==> src/dpk_pkg.sv <==
// shared types and constants for the debounced pedal key reporter
// no dependencies
`timescale 1ns / 1ps
`default_nettype none

package dpk_pkg;

  localparam int NumKeys = 3;
  localparam int KeyIdxW = 2;
  localparam int CfgDataW = 8;
  localparam int CfgIdxW = 3;
  localparam int LockoutW = 7;
  localparam int CountW = 8;

  localparam logic [7:0] ReleaseMark = 8'h80;
  localparam logic [LockoutW-1:0] LockoutReset = 7'd5;

  typedef enum logic [CfgIdxW-1:0] {
    RegKey0Modifier = 3'd0,
    RegKey0Scancode = 3'd1,
    RegKey1Modifier = 3'd2,
    RegKey1Scancode = 3'd3,
    RegKey2Modifier = 3'd4,
    RegKey2Scancode = 3'd5,
    RegLockout      = 3'd6
  } reg_index_t;

  typedef struct packed {
    logic [NumKeys-1:0][7:0]   modifier;
    logic [NumKeys-1:0][7:0]   scancode;
    logic [LockoutW-1:0]       lockout;
  } cfg_t;

  typedef struct packed {
    logic               changed;
    logic [NumKeys-1:0] pressed;
  } key_status_t;

endpackage

`default_nettype wire

==> src/dpk_cfg_regs.sv <==
// configuration registers: per-key modifier and scancode, lockout length
// depends on dpk_pkg
`timescale 1ns / 1ps
`default_nettype none

module dpk_cfg_regs (
  input  wire logic                            clk,
  input  wire logic                            rst,
  input  wire logic                            cfg_we,
  input  wire logic [dpk_pkg::CfgIdxW-1:0]     cfg_index,
  input  wire logic [dpk_pkg::CfgDataW-1:0]    cfg_data,
  output dpk_pkg::cfg_t                        cfg
);
  import dpk_pkg::*;

  always_ff @(posedge clk) begin
    if (rst) begin
      cfg.modifier <= '0;
      cfg.scancode <= '0;
      cfg.lockout  <= LockoutReset;
    end else if (cfg_we) begin
      unique case (reg_index_t'(cfg_index))
        RegKey0Modifier: cfg.modifier[0] <= cfg_data;
        RegKey0Scancode: cfg.scancode[0] <= cfg_data;
        RegKey1Modifier: cfg.modifier[1] <= cfg_data;
        RegKey1Scancode: cfg.scancode[1] <= cfg_data;
        RegKey2Modifier: cfg.modifier[2] <= cfg_data;
        RegKey2Scancode: cfg.scancode[2] <= cfg_data;
        RegLockout:      cfg.lockout     <= cfg_data[LockoutW-1:0];
        default: begin
        end
      endcase
    end
  end

endmodule

`default_nettype wire

==> src/dpk_debounce.sv <==
// debounce state: pressed flags, shared lockout, hundredths counter
// depends on dpk_pkg
`timescale 1ns / 1ps
`default_nettype none

module dpk_debounce (
  input  wire logic                          clk,
  input  wire logic                          rst,
  input  wire logic                          step,
  input  wire logic [dpk_pkg::NumKeys-1:0]   pins,
  input  wire logic                          tick,
  input  wire logic [dpk_pkg::LockoutW-1:0]  lockout,
  output dpk_pkg::key_status_t               status
);
  import dpk_pkg::*;

  logic [NumKeys-1:0] pressed;
  logic [NumKeys-1:0] pressed_next;
  logic               lockout_done;
  logic               lockout_done_next;
  logic [CountW-1:0]  deadline;
  logic [CountW-1:0]  count;

  logic [CountW-1:0]  gap;
  logic               passed;
  logic               first_ends;
  logic [NumKeys-1:0] eligible;
  logic [NumKeys-1:0] differs;
  logic [NumKeys-1:0] change;
  logic               found;
  logic               changed;

  // signed 8-bit distance from deadline, greater than zero ends the lockout
  assign gap        = count - deadline;
  assign passed     = (gap != '0) && !gap[CountW-1];
  assign first_ends = !lockout_done && passed;
  assign differs    = (~pins) ^ pressed;

  always_comb begin
    eligible    = {NumKeys{lockout_done || first_ends}};
    eligible[0] = lockout_done;
    change      = '0;
    found       = 1'b0;
    for (logic [KeyIdxW-1:0] k = '0; k < KeyIdxW'(NumKeys); k++) begin
      if (!found && eligible[k] && differs[k]) begin
        change[k] = 1'b1;
        found     = 1'b1;
      end
    end
  end

  assign changed           = |change;
  assign pressed_next      = pressed ^ change;
  assign lockout_done_next = (lockout_done || first_ends) && !changed;

  always_ff @(posedge clk) begin
    if (rst) begin
      pressed      <= '0;
      lockout_done <= 1'b0;
      deadline     <= '0;
      count        <= '0;
    end else if (step) begin
      pressed      <= pressed_next;
      lockout_done <= lockout_done_next;
      if (changed) begin
        deadline <= count + CountW'(lockout);
      end
      count <= count + CountW'(tick);
    end
  end

  assign status.changed = changed;
  assign status.pressed = pressed_next;

  // at most one key changes per poll
  assert property (@(posedge clk) disable iff (rst) $onehot0(change))
    else $error("more than one key changed in one poll");

  // a change always restarts the lockout
  assert property (@(posedge clk) disable iff (rst) step && changed |=> !lockout_done)
    else $error("lockout not restarted after a change");

  // no key state moves while the lockout is running and not yet expired
  assert property (@(posedge clk) disable iff (rst)
    step && !lockout_done && !passed |=> pressed == $past(pressed))
    else $error("key state changed during lockout");

  // counter advances by the tick flag only
  assert property (@(posedge clk) disable iff (rst)
    step |=> count == $past(count) + CountW'($past(tick)))
    else $error("hundredths count advanced wrongly");

endmodule

`default_nettype wire

==> src/dpk_report.sv <==
// report builder and result register
// depends on dpk_pkg
`timescale 1ns / 1ps
`default_nettype none

module dpk_report (
  input  wire logic                 clk,
  input  wire logic                 rst,
  input  wire logic                 load,
  input  dpk_pkg::key_status_t      status,
  input  dpk_pkg::cfg_t             cfg,
  input  wire logic                 out_ready,
  output logic                      out_valid,
  output logic [7:0]                modifier_bits,
  output logic [7:0]                key_code_0,
  output logic [7:0]                key_code_1,
  output logic [7:0]                key_code_2
);
  import dpk_pkg::*;

  logic [NumKeys-1:0][7:0] code;
  logic [7:0]              mods;
  logic                    out_valid_next;

  always_comb begin
    mods = '0;
    for (logic [KeyIdxW-1:0] k = '0; k < KeyIdxW'(NumKeys); k++) begin
      if (status.pressed[k]) begin
        code[k] = cfg.scancode[k];
        mods    = mods | cfg.modifier[k];
      end else if (cfg.scancode[k] == '0) begin
        code[k] = '0;
      end else begin
        code[k] = ReleaseMark | cfg.scancode[k];
      end
    end
  end

  always_comb begin
    if (load) begin
      out_valid_next = 1'b1;
    end else if (out_ready) begin
      out_valid_next = 1'b0;
    end else begin
      out_valid_next = out_valid;
    end
  end

  always_ff @(posedge clk) begin
    if (rst) begin
      out_valid <= 1'b0;
    end else begin
      out_valid <= out_valid_next;
    end
  end

  always_ff @(posedge clk) begin
    if (load) begin
      modifier_bits <= mods;
      key_code_0    <= code[0];
      key_code_1    <= code[1];
      key_code_2    <= code[2];
    end
  end

  // a new report never overwrites one still waiting
  assert property (@(posedge clk) disable iff (rst) load |-> (!out_valid || out_ready))
    else $error("report overwritten before taken");

  // a report is only built from a poll that changed a key
  assert property (@(posedge clk) disable iff (rst) load |-> status.changed)
    else $error("report without a key change");

  // a waiting report holds until taken
  assert property (@(posedge clk) disable iff (rst)
    out_valid && !out_ready |=> out_valid && $stable(key_code_0))
    else $error("waiting report lost");

endmodule

`default_nettype wire

==> src/debounced_pedal_key_reporter.sv <==
// Debounced three-switch key reporter. Each input item is one poll of three
// active-low switch pins and a hundredth-second tick flag; a poll that changes
// a switch state yields one keyboard report item (modifier OR and three key
// codes). A poll can be accepted every cycle while reports are taken; its report
// goes through the input register, then the result register. A report waiting
// for out_ready holds the next poll in the input register, so the input stalls
// once that register is full. The lockout logic and report formatting sit in
// one combinational level between those registers. Configuration is written via
// cfg_we/cfg_index/cfg_data; it must be written only while the block is idle
// (unenforced). Depends on dpk_pkg, dpk_cfg_regs, dpk_debounce, dpk_report.
`timescale 1ns / 1ps
`default_nettype none

module debounced_pedal_key_reporter (
  input  wire logic                            clk,
  input  wire logic                            rst,
  input  wire logic                            in_valid,
  output logic                                 in_ready,
  input  wire logic [2:0]                      switch_pins,
  input  wire logic                            hundredth_tick,
  output logic                                 out_valid,
  input  wire logic                            out_ready,
  output logic [7:0]                           modifier_bits,
  output logic [7:0]                           key_code_0,
  output logic [7:0]                           key_code_1,
  output logic [7:0]                           key_code_2,
  input  wire logic                            cfg_we,
  input  wire logic [dpk_pkg::CfgIdxW-1:0]     cfg_index,
  input  wire logic [dpk_pkg::CfgDataW-1:0]    cfg_data
);
  import dpk_pkg::*;

  cfg_t               cfg;
  key_status_t        status;
  logic               in_full;
  logic [NumKeys-1:0] pins;
  logic               tick;
  logic               step;
  logic               load;

  // poll advances when the result slot can take a report
  assign step     = in_full && (!out_valid || out_ready);
  assign in_ready = !in_full || step;
  assign load     = step && status.changed;

  always_ff @(posedge clk) begin
    if (rst) begin
      in_full <= 1'b0;
    end else if (in_ready) begin
      in_full <= in_valid;
    end
  end

  always_ff @(posedge clk) begin
    if (in_valid && in_ready) begin
      pins <= switch_pins;
      tick <= hundredth_tick;
    end
  end

  dpk_cfg_regs u_cfg (
    .clk       (clk),
    .rst       (rst),
    .cfg_we    (cfg_we),
    .cfg_index (cfg_index),
    .cfg_data  (cfg_data),
    .cfg       (cfg)
  );

  dpk_debounce u_debounce (
    .clk     (clk),
    .rst     (rst),
    .step    (step),
    .pins    (pins),
    .tick    (tick),
    .lockout (cfg.lockout),
    .status  (status)
  );

  dpk_report u_report (
    .clk           (clk),
    .rst           (rst),
    .load          (load),
    .status        (status),
    .cfg           (cfg),
    .out_ready     (out_ready),
    .out_valid     (out_valid),
    .modifier_bits (modifier_bits),
    .key_code_0    (key_code_0),
    .key_code_1    (key_code_1),
    .key_code_2    (key_code_2)
  );

endmodule

`default_nettype wire
==> config.mk <==
export PLATFORM = sky130hd
export DESIGN_NAME = debounced_pedal_key_reporter
export DESIGN_NICKNAME = d
export VERILOG_FILES = /design/src/dpk_pkg.sv /design/src/dpk_cfg_regs.sv /design/src/dpk_debounce.sv /design/src/dpk_report.sv /design/src/debounced_pedal_key_reporter.sv
export SDC_FILE = /design/constraint.sdc
export NUM_CORES = 1
export LEC_CHECK = 0
export ABC_AREA = 1
export ABC_CLOCK_PERIOD_IN_PS = 4200
export BUFFER_PORTS_ARGS = -buffer_cell sky130_fd_sc_hd__buf_2
export CAP_MARGIN = 20
export CELL_PAD_IN_SITES_DETAIL_PLACEMENT = 0
export CELL_PAD_IN_SITES_GLOBAL_PLACEMENT = 1
export CORE_ASPECT_RATIO = 1.75
export CORE_MARGIN = 2
export CORE_UTILIZATION = 30
export CTS_CLUSTER_DIAMETER = 200
export DETAILED_ROUTE_END_ITERATION = 8
export GPL_ROUTABILITY_DRIVEN = 0
export PLACE_DENSITY_LB_ADDON = 0.08
export SYNTH_ARGS = -nofsm -noshare
export SYNTH_HDL_FRONTEND = slang
export SYNTH_SLANG_ARGS = --single-unit
==> constraint.sdc <==
create_clock -name clk -period 4.2 [get_ports clk]
set_input_delay 0.84 -clock clk [delete_from_list [all_inputs] [get_ports clk]]
set_output_delay 0.84 -clock clk [all_outputs]
set_load 0.005 [all_outputs]
==> results of run 1 <==
[metal layers]
layer,part of all wire,global-route usage
met5,0,0
met4,0.026,0.0711
met3,0.029,0.0304
met2,0.55,0.296
met1,0.39,0.175
[sequential cells by signal, summed over array words and instances (netlist names)]
name and cells:
u_cfg.cfg 55, u_debounce.count 8, u_debounce.deadline 8, u_report.key_code_0 8, u_report.key_code_1 8, u_report.key_code_2 8, u_report.modifier_bits 8, pins 3
u_debounce.pressed 3, in_full 1, tick 1, u_debounce.lockout_done 1, u_report.out_valid 1
[final timing paths]
check | from | endpoint | slack [ns] | cells after the start
min reg2reg | u_cfg.cfg[14] | u_cfg.cfg[14] | 0.46 | 2
max reg2reg | u_debounce.count[0] | u_report.key_code_2[6] | 1.31 | 16
min | u_cfg.cfg[14] | u_cfg.cfg[14] | 0.46 | 2
max | u_debounce.count[0] | u_report.key_code_2[6] | 1.31 | 16
[area by class of cell]
type | count | area (sq um)
Tap cell | 224 | 280
Multi-Input combinational cell | 402 | 2060
Fill cell | 1757 | 10400
Timing Repair Buffer | 58 | 303
Sequential cell | 113 | 2620
Clock buffer | 18 | 439
Clock inverter | 14 | 154
Inverter | 57 | 219
[power by group through the flow]
stage	Sequential (uW)	Clock [uW]	Combinational [uW]
after floorplan	1300	0	438
after global placement	1300	0	627
after detailed placement	1300	0	634
after CTS	1280	1470	636
after global routing	1290	1520	702
final	1280	1430	620
[kinds of logic (layout without fill, tap and decap cells)]
logic type	count (synthesis)	count (layout)
adder cells (fa/ha/maj)	18	18
flip-flops	113	113
AO/OA/AOI/OAI	91	91
AND/OR/NAND/NOR	282	282
XOR/XNOR	11	11
buffers and inverters	89	147
[through the flow]
step                std cells  total power (uW)  hold WS (ns)  setup WS (ns)  utilization
finish                    886              3330         0.459           1.31        0.369
global route              886              3510         0.471           1.02        0.369
CTS                       886              3390         0.457           1.27        0.369
detailed placement        854              1930         0.432           1.28        0.333
global placement          854              1930         0.423           1.38        0.333
floorplan                 604              1730         0.423           1.70            -
[Yosys cell counts, types with 3 or more instances]
cell type,n
nor4_1,5
nand2_4,4
nand2_2,7
nand3_1,40
xor2_1,5
o21ai_0,64
dfxtp_1,77
clkbuf_1,31
a21oi_1,23
xnor2_1,5
inv_1,53
nor2_1,132
edfxtp_1,36
nand4_1,3
nor2_2,6
nor3_1,4
ha_1,16
nand2_1,73
[critical path, stage by stage (launching register included)]
cell and delay (ns):
dfxtp_1 0.36, inv_1 0.07, ha_1 0.23, fa_1 0.47, inv_1 0.07, nand2_1 0.05, nand2_2 0.08, nand3b_1 0.10
nand3b_1 0.10, nand2_1 0.05, nand3_1 0.09, nand2_2 0.07, nand2_4 0.10, nand2_4 0.06, nand3_4 0.15, nand2_4 0.10
inv_6 0.34
==> impl_metrics.toml, run 1 <==
[status]
status = "complete, no violations"

[routing]
drc = 0
routed_wl_mm = 13.6
avgViaCountPerCell = 4.54
antenna_left = 0
wl_per_cell_microns = 15.3
drtIter0Drc = 134
dr.pass1.iters = 4
vias = 4023

[cts]
numClockSinks = 113
clock_path_buffers = 2
post_cts_buffers = 0
ctsHoldBuffers = 0
cts_tree = "yes"
clkLatencyLatePin_ns = 0.41
cts_buffers = 17
cts_root_buffer = "clkbuf_16"
htreeDepth = 4
cts_resized = 0
path_clk_slew_ns = 0.06

[die]
initial_core_util = 0.306
fp.dieW_microns = 102
ios = 54
rows = 62
die_y_microns = 175
dieArea_sq_um = 17800
design.core.area_sq_um = 16400

[timing]
max_freq_mhz = 347
worstMarginPinSlew_ns = 0.676
relSlewSlack = 0.549
finalCritPeriodShare = 0.687
min_period_ns = 2.89
tns_ns = 0
drv_slew = 0
hold_viol_final = 0
final.setup_skew_ns = 0.0107
rsz0062_at_grt = "no"
setup_viol = 0

[global_routing]
grt_first_pass_wirelength_mm = 21.5
antenna_found_initial = 0
grt_max_degree = 57
grt_pass1_vias = 4014
globalRoute.totalOverflow = 0
track_usage = 0.161

[yosys]
synth_nets = 642
synthTopCellsByArea = "dfxtp_1 31%, edfxtp_1 22%, nor2_1 9.9%"
yosysSeqAreaShare = 0.522
synth_top_area_share = 0.307
synth_edf_count = 36
muxShareOfSynthArea = 0
synth-xor-area-share = 0.0207
async_flop_share = 0
yosysTopAreaCell = "dfxtp_1"
avgSynthCellArea_sq_um = 8.32
synthSimpleGateAreaFrac = 0.248
yosys.area_share.adder = 0.0478
synth_top_family_by_area = "simple AND/OR/NAND/NOR gates"
synthCells = 604
ys.flop_type = "dfxtp_1"
synth_warnings = 0
ys_types = 33
synth_compound_area_frac = 0.0929
synth_area_sq_um = 5030
ys_seq_elements = 113

[pwr]
p_sw_frac = 0.299
seqPwrFrac = 0.384
leakagePower_uw = 0.00265
ir_worst_vdd_v = 0.000293
power_frac_clock = 0.430
p_per_area_nw_per_um2 = 548
p_switching_uw = 994
p_int_uw = 2340
pwr-share-comb = 0.186

[finish]
drive_gt1_frac = 0.174
n_antenna_cell = 0
final_cell_mix = "132 x nor2_1, 77 x dfxtp_1, 73 x nand2_1"
design_area_sq_um = 6070
syn2layout_area_growth_pct = 20.9
nets = 687
mostFrequentLayoutCell = "nor2_1"

[min_path]
hp-class = "reg -> reg"

[worst_setup_path]
arrival_ns = 2.94
worstPathRequired_ns = 4.25
path_max_fanout = 39
endpoint_kind = "register"
start_kind = "register"
crit_type = "reg -> reg"

[place]
dpl.hpwl_mm = 9.83
port-buffer-count = 53
placed_area_sq_um = 5480

[run]
cap_violations = 0
Power figures use the tool's default switching activity.
==> inputs of run 2 (changes only) <==
--- a/config.mk
+++ b/config.mk
@@ -6,7 +6,7 @@
 export NUM_CORES = 1
 export LEC_CHECK = 0
 export ABC_AREA = 1
-export ABC_CLOCK_PERIOD_IN_PS = 4200
+export ABC_CLOCK_PERIOD_IN_PS = 2400
 export BUFFER_PORTS_ARGS = -buffer_cell sky130_fd_sc_hd__buf_2
 export CAP_MARGIN = 20
 export CELL_PAD_IN_SITES_DETAIL_PLACEMENT = 0
==> constraint.sdc (replaced) <==
create_clock -name clk -period 2.4 [get_ports clk]
set_input_delay 0.48 -clock clk [delete_from_list [all_inputs] [get_ports clk]]
set_output_delay 0.48 -clock clk [all_outputs]
set_load 0.005 [all_outputs]
==> run 2 against run 1 <==
The flow now finishes with violations (setup timing). Non-clock buffer count up 30. Core utilization grew 3.1 points. Die area unchanged. Cell count grew 3.7%. Register-to-register slack got worse by 1.4 ns. Count of clock-buffer cells in the layout is the same. Critical endpoint is now u_report.key_code_0[1]. Global-route usage grew 0.86 points.
==> impl_metrics.toml, run 2 (synthesized netlist as in run 1, its figures left out) <==
[cts]
path_clk_slew_ns = 0.05
cts_root_buffer = "clkbuf_16"
cts_tree = "yes"
clkLatencyLatePin_ns = 0.41
clock_path_buffers = 2
ctsHoldBuffers = 0
numClockSinks = 113
htreeDepth = 4
cts_buffers = 17

[pwr]
ir_worst_vdd_v = 0.000473
leakagePower_uw = 0.00292
p_per_area_nw_per_um2 = 965
power_uw = 6360

[worst_setup_path]
endpoint_kind = "register"
crit_type = "reg -> reg"
rrSetupSlack_ns = -0.06
arrival_ns = 2.56
path_max_fanout = 19
worstPathRequired_ns = 2.50
start_kind = "register"

[place]
port-buffer-count = 53
place_ws_ns = -0.185
placed_cells = 876
dpl.hpwl_mm = 9.86

[global_routing]
track_usage = 0.170
grt_first_pass_wirelength_mm = 22.6
grt_max_degree = 71
grt_pass1_vias = 4280
antenna_found_initial = 0
globalRoute.totalOverflow = 0

[routing]
avgViaCountPerCell = 4.56
dr.pass1.iters = 4
vias = 4190
drtIter0Drc = 136
wl_per_cell_microns = 15.5
antenna_left = 0
routed_wl_mm = 14.2
drc = 0

[timing]
min_period_ns = 2.46
hold_viol_final = 0
setup_viol = 43
holdWs_ns = 0.250
setup_ws_ns = -0.0633
drv_slew = 0
final.setup_skew_ns = 0.00766
tns_ns = -1.63
finalCritPeriodShare = 1.03
worstMarginPinSlew_ns = 0.522
relSlewSlack = 0.649
rsz0062_at_grt = "yes"
max_freq_mhz = 406

[finish]
final_cell_mix = "131 x nor2_1, 76 x dfxtp_1, 65 x nand2_1"
drive_gt1_frac = 0.253
largest_register = "u_cfg.cfg"
n_antenna_cell = 0
multi_input_comb_area_sq_um = 2270
fillers = 1754
nets = 720
largest_reg_flops = 55
syn2layout_area_growth_pct = 31.1
mostFrequentLayoutCell = "nor2_1"
register_area_sq_um = 2620
instances_no_fill = 919

[status]
violations = "setup timing"
status = "complete, but fails checks"

[die]
die_y_microns = 175
ios = 54
dieArea_sq_um = 17800
design.core.area_sq_um = 16400
fp.dieW_microns = 102
initial_core_util = 0.306
rows = 62

[min_path]
hp-class = "in -> reg"

[run]
cap_violations = 0
run 2: power by group:
group          internal (uW)  switching [uW]  leakage, uW
logic                    652             943      0.00168
clock network           1630             897     0.000282
registers               2160            79.2     0.000963
run 2: area by class of cell:
| type | count | area share |
|---|---|---|
| sequential | 113 | 0.398 |
| multi-input combinational | 404 | 0.344 |
| timing repair buffer | 88 | 0.0877 |
| clock buffer | 18 | 0.0651 |
| tap | 224 | 0.0425 |
| inverter | 57 | 0.0349 |
| clock inverter | 14 | 0.0253 |
| timing repair inverter | 1 | 0.00247 |
run 2: what timing repair did:
item                                   4_1_cts  5_1_grt
buffers inserted                             5        2
pin swaps                                   13       13
gates resized for setup                     33       16
cloned                                       4        0
endpoints found under the hold margin        0        0
setup endpoints to repair                   52       53
run 2: layer usage:
metal | vias up | global-route usage | part of all wire
met5 | - | 0 | 0
met2 | 70 | 0.317 | 0.56
li1 | 2130 | - | -
met4 | 0 | 0.0700 | 0.032
met1 | 1969 | 0.177 | 0.38
met3 | 21 | 0.0376 | 0.027
run 2: path summary, 6_finish.rpt:
| check | startpoint | to | cells past startpoint |
|---|---|---|---|
| hold reg to reg | u_cfg.cfg[10] | u_report.key_code_0[3] | 0 |
| setup / recovery | u_debounce.count[0] | u_report.key_code_0[1] | 16 |
| hold / removal | switch_pins[0] | pins[0] | 1 |
| setup reg to reg | u_debounce.count[0] | u_report.key_code_0[1] | 16 |
run 2: per-stage QoR:
step / instance area (sq um) / util
global route: 6590 / 0.401
CTS: 6530 / 0.397
finish: 6590 / 0.401
detailed placement: 5680 / 0.345
global placement: 5680 / 0.345
floorplan: 5040 / -
run 2: critical path, cell delays in order, from the launching register on:
cell	delay [ns]
dfxtp_2	0.33
inv_2	0.05
ha_4	0.16
fa_2	0.41
inv_2	0.06
nand2_2	0.04
nand2_2	0.08
nand3b_1	0.10
nand3b_1	0.10
nand2_1	0.07
nand3_2	0.08
nand2_2	0.07
nand2_4	0.11
nand2_4	0.09
nand3_4	0.12
nand2_8	0.12
inv_12	0.16
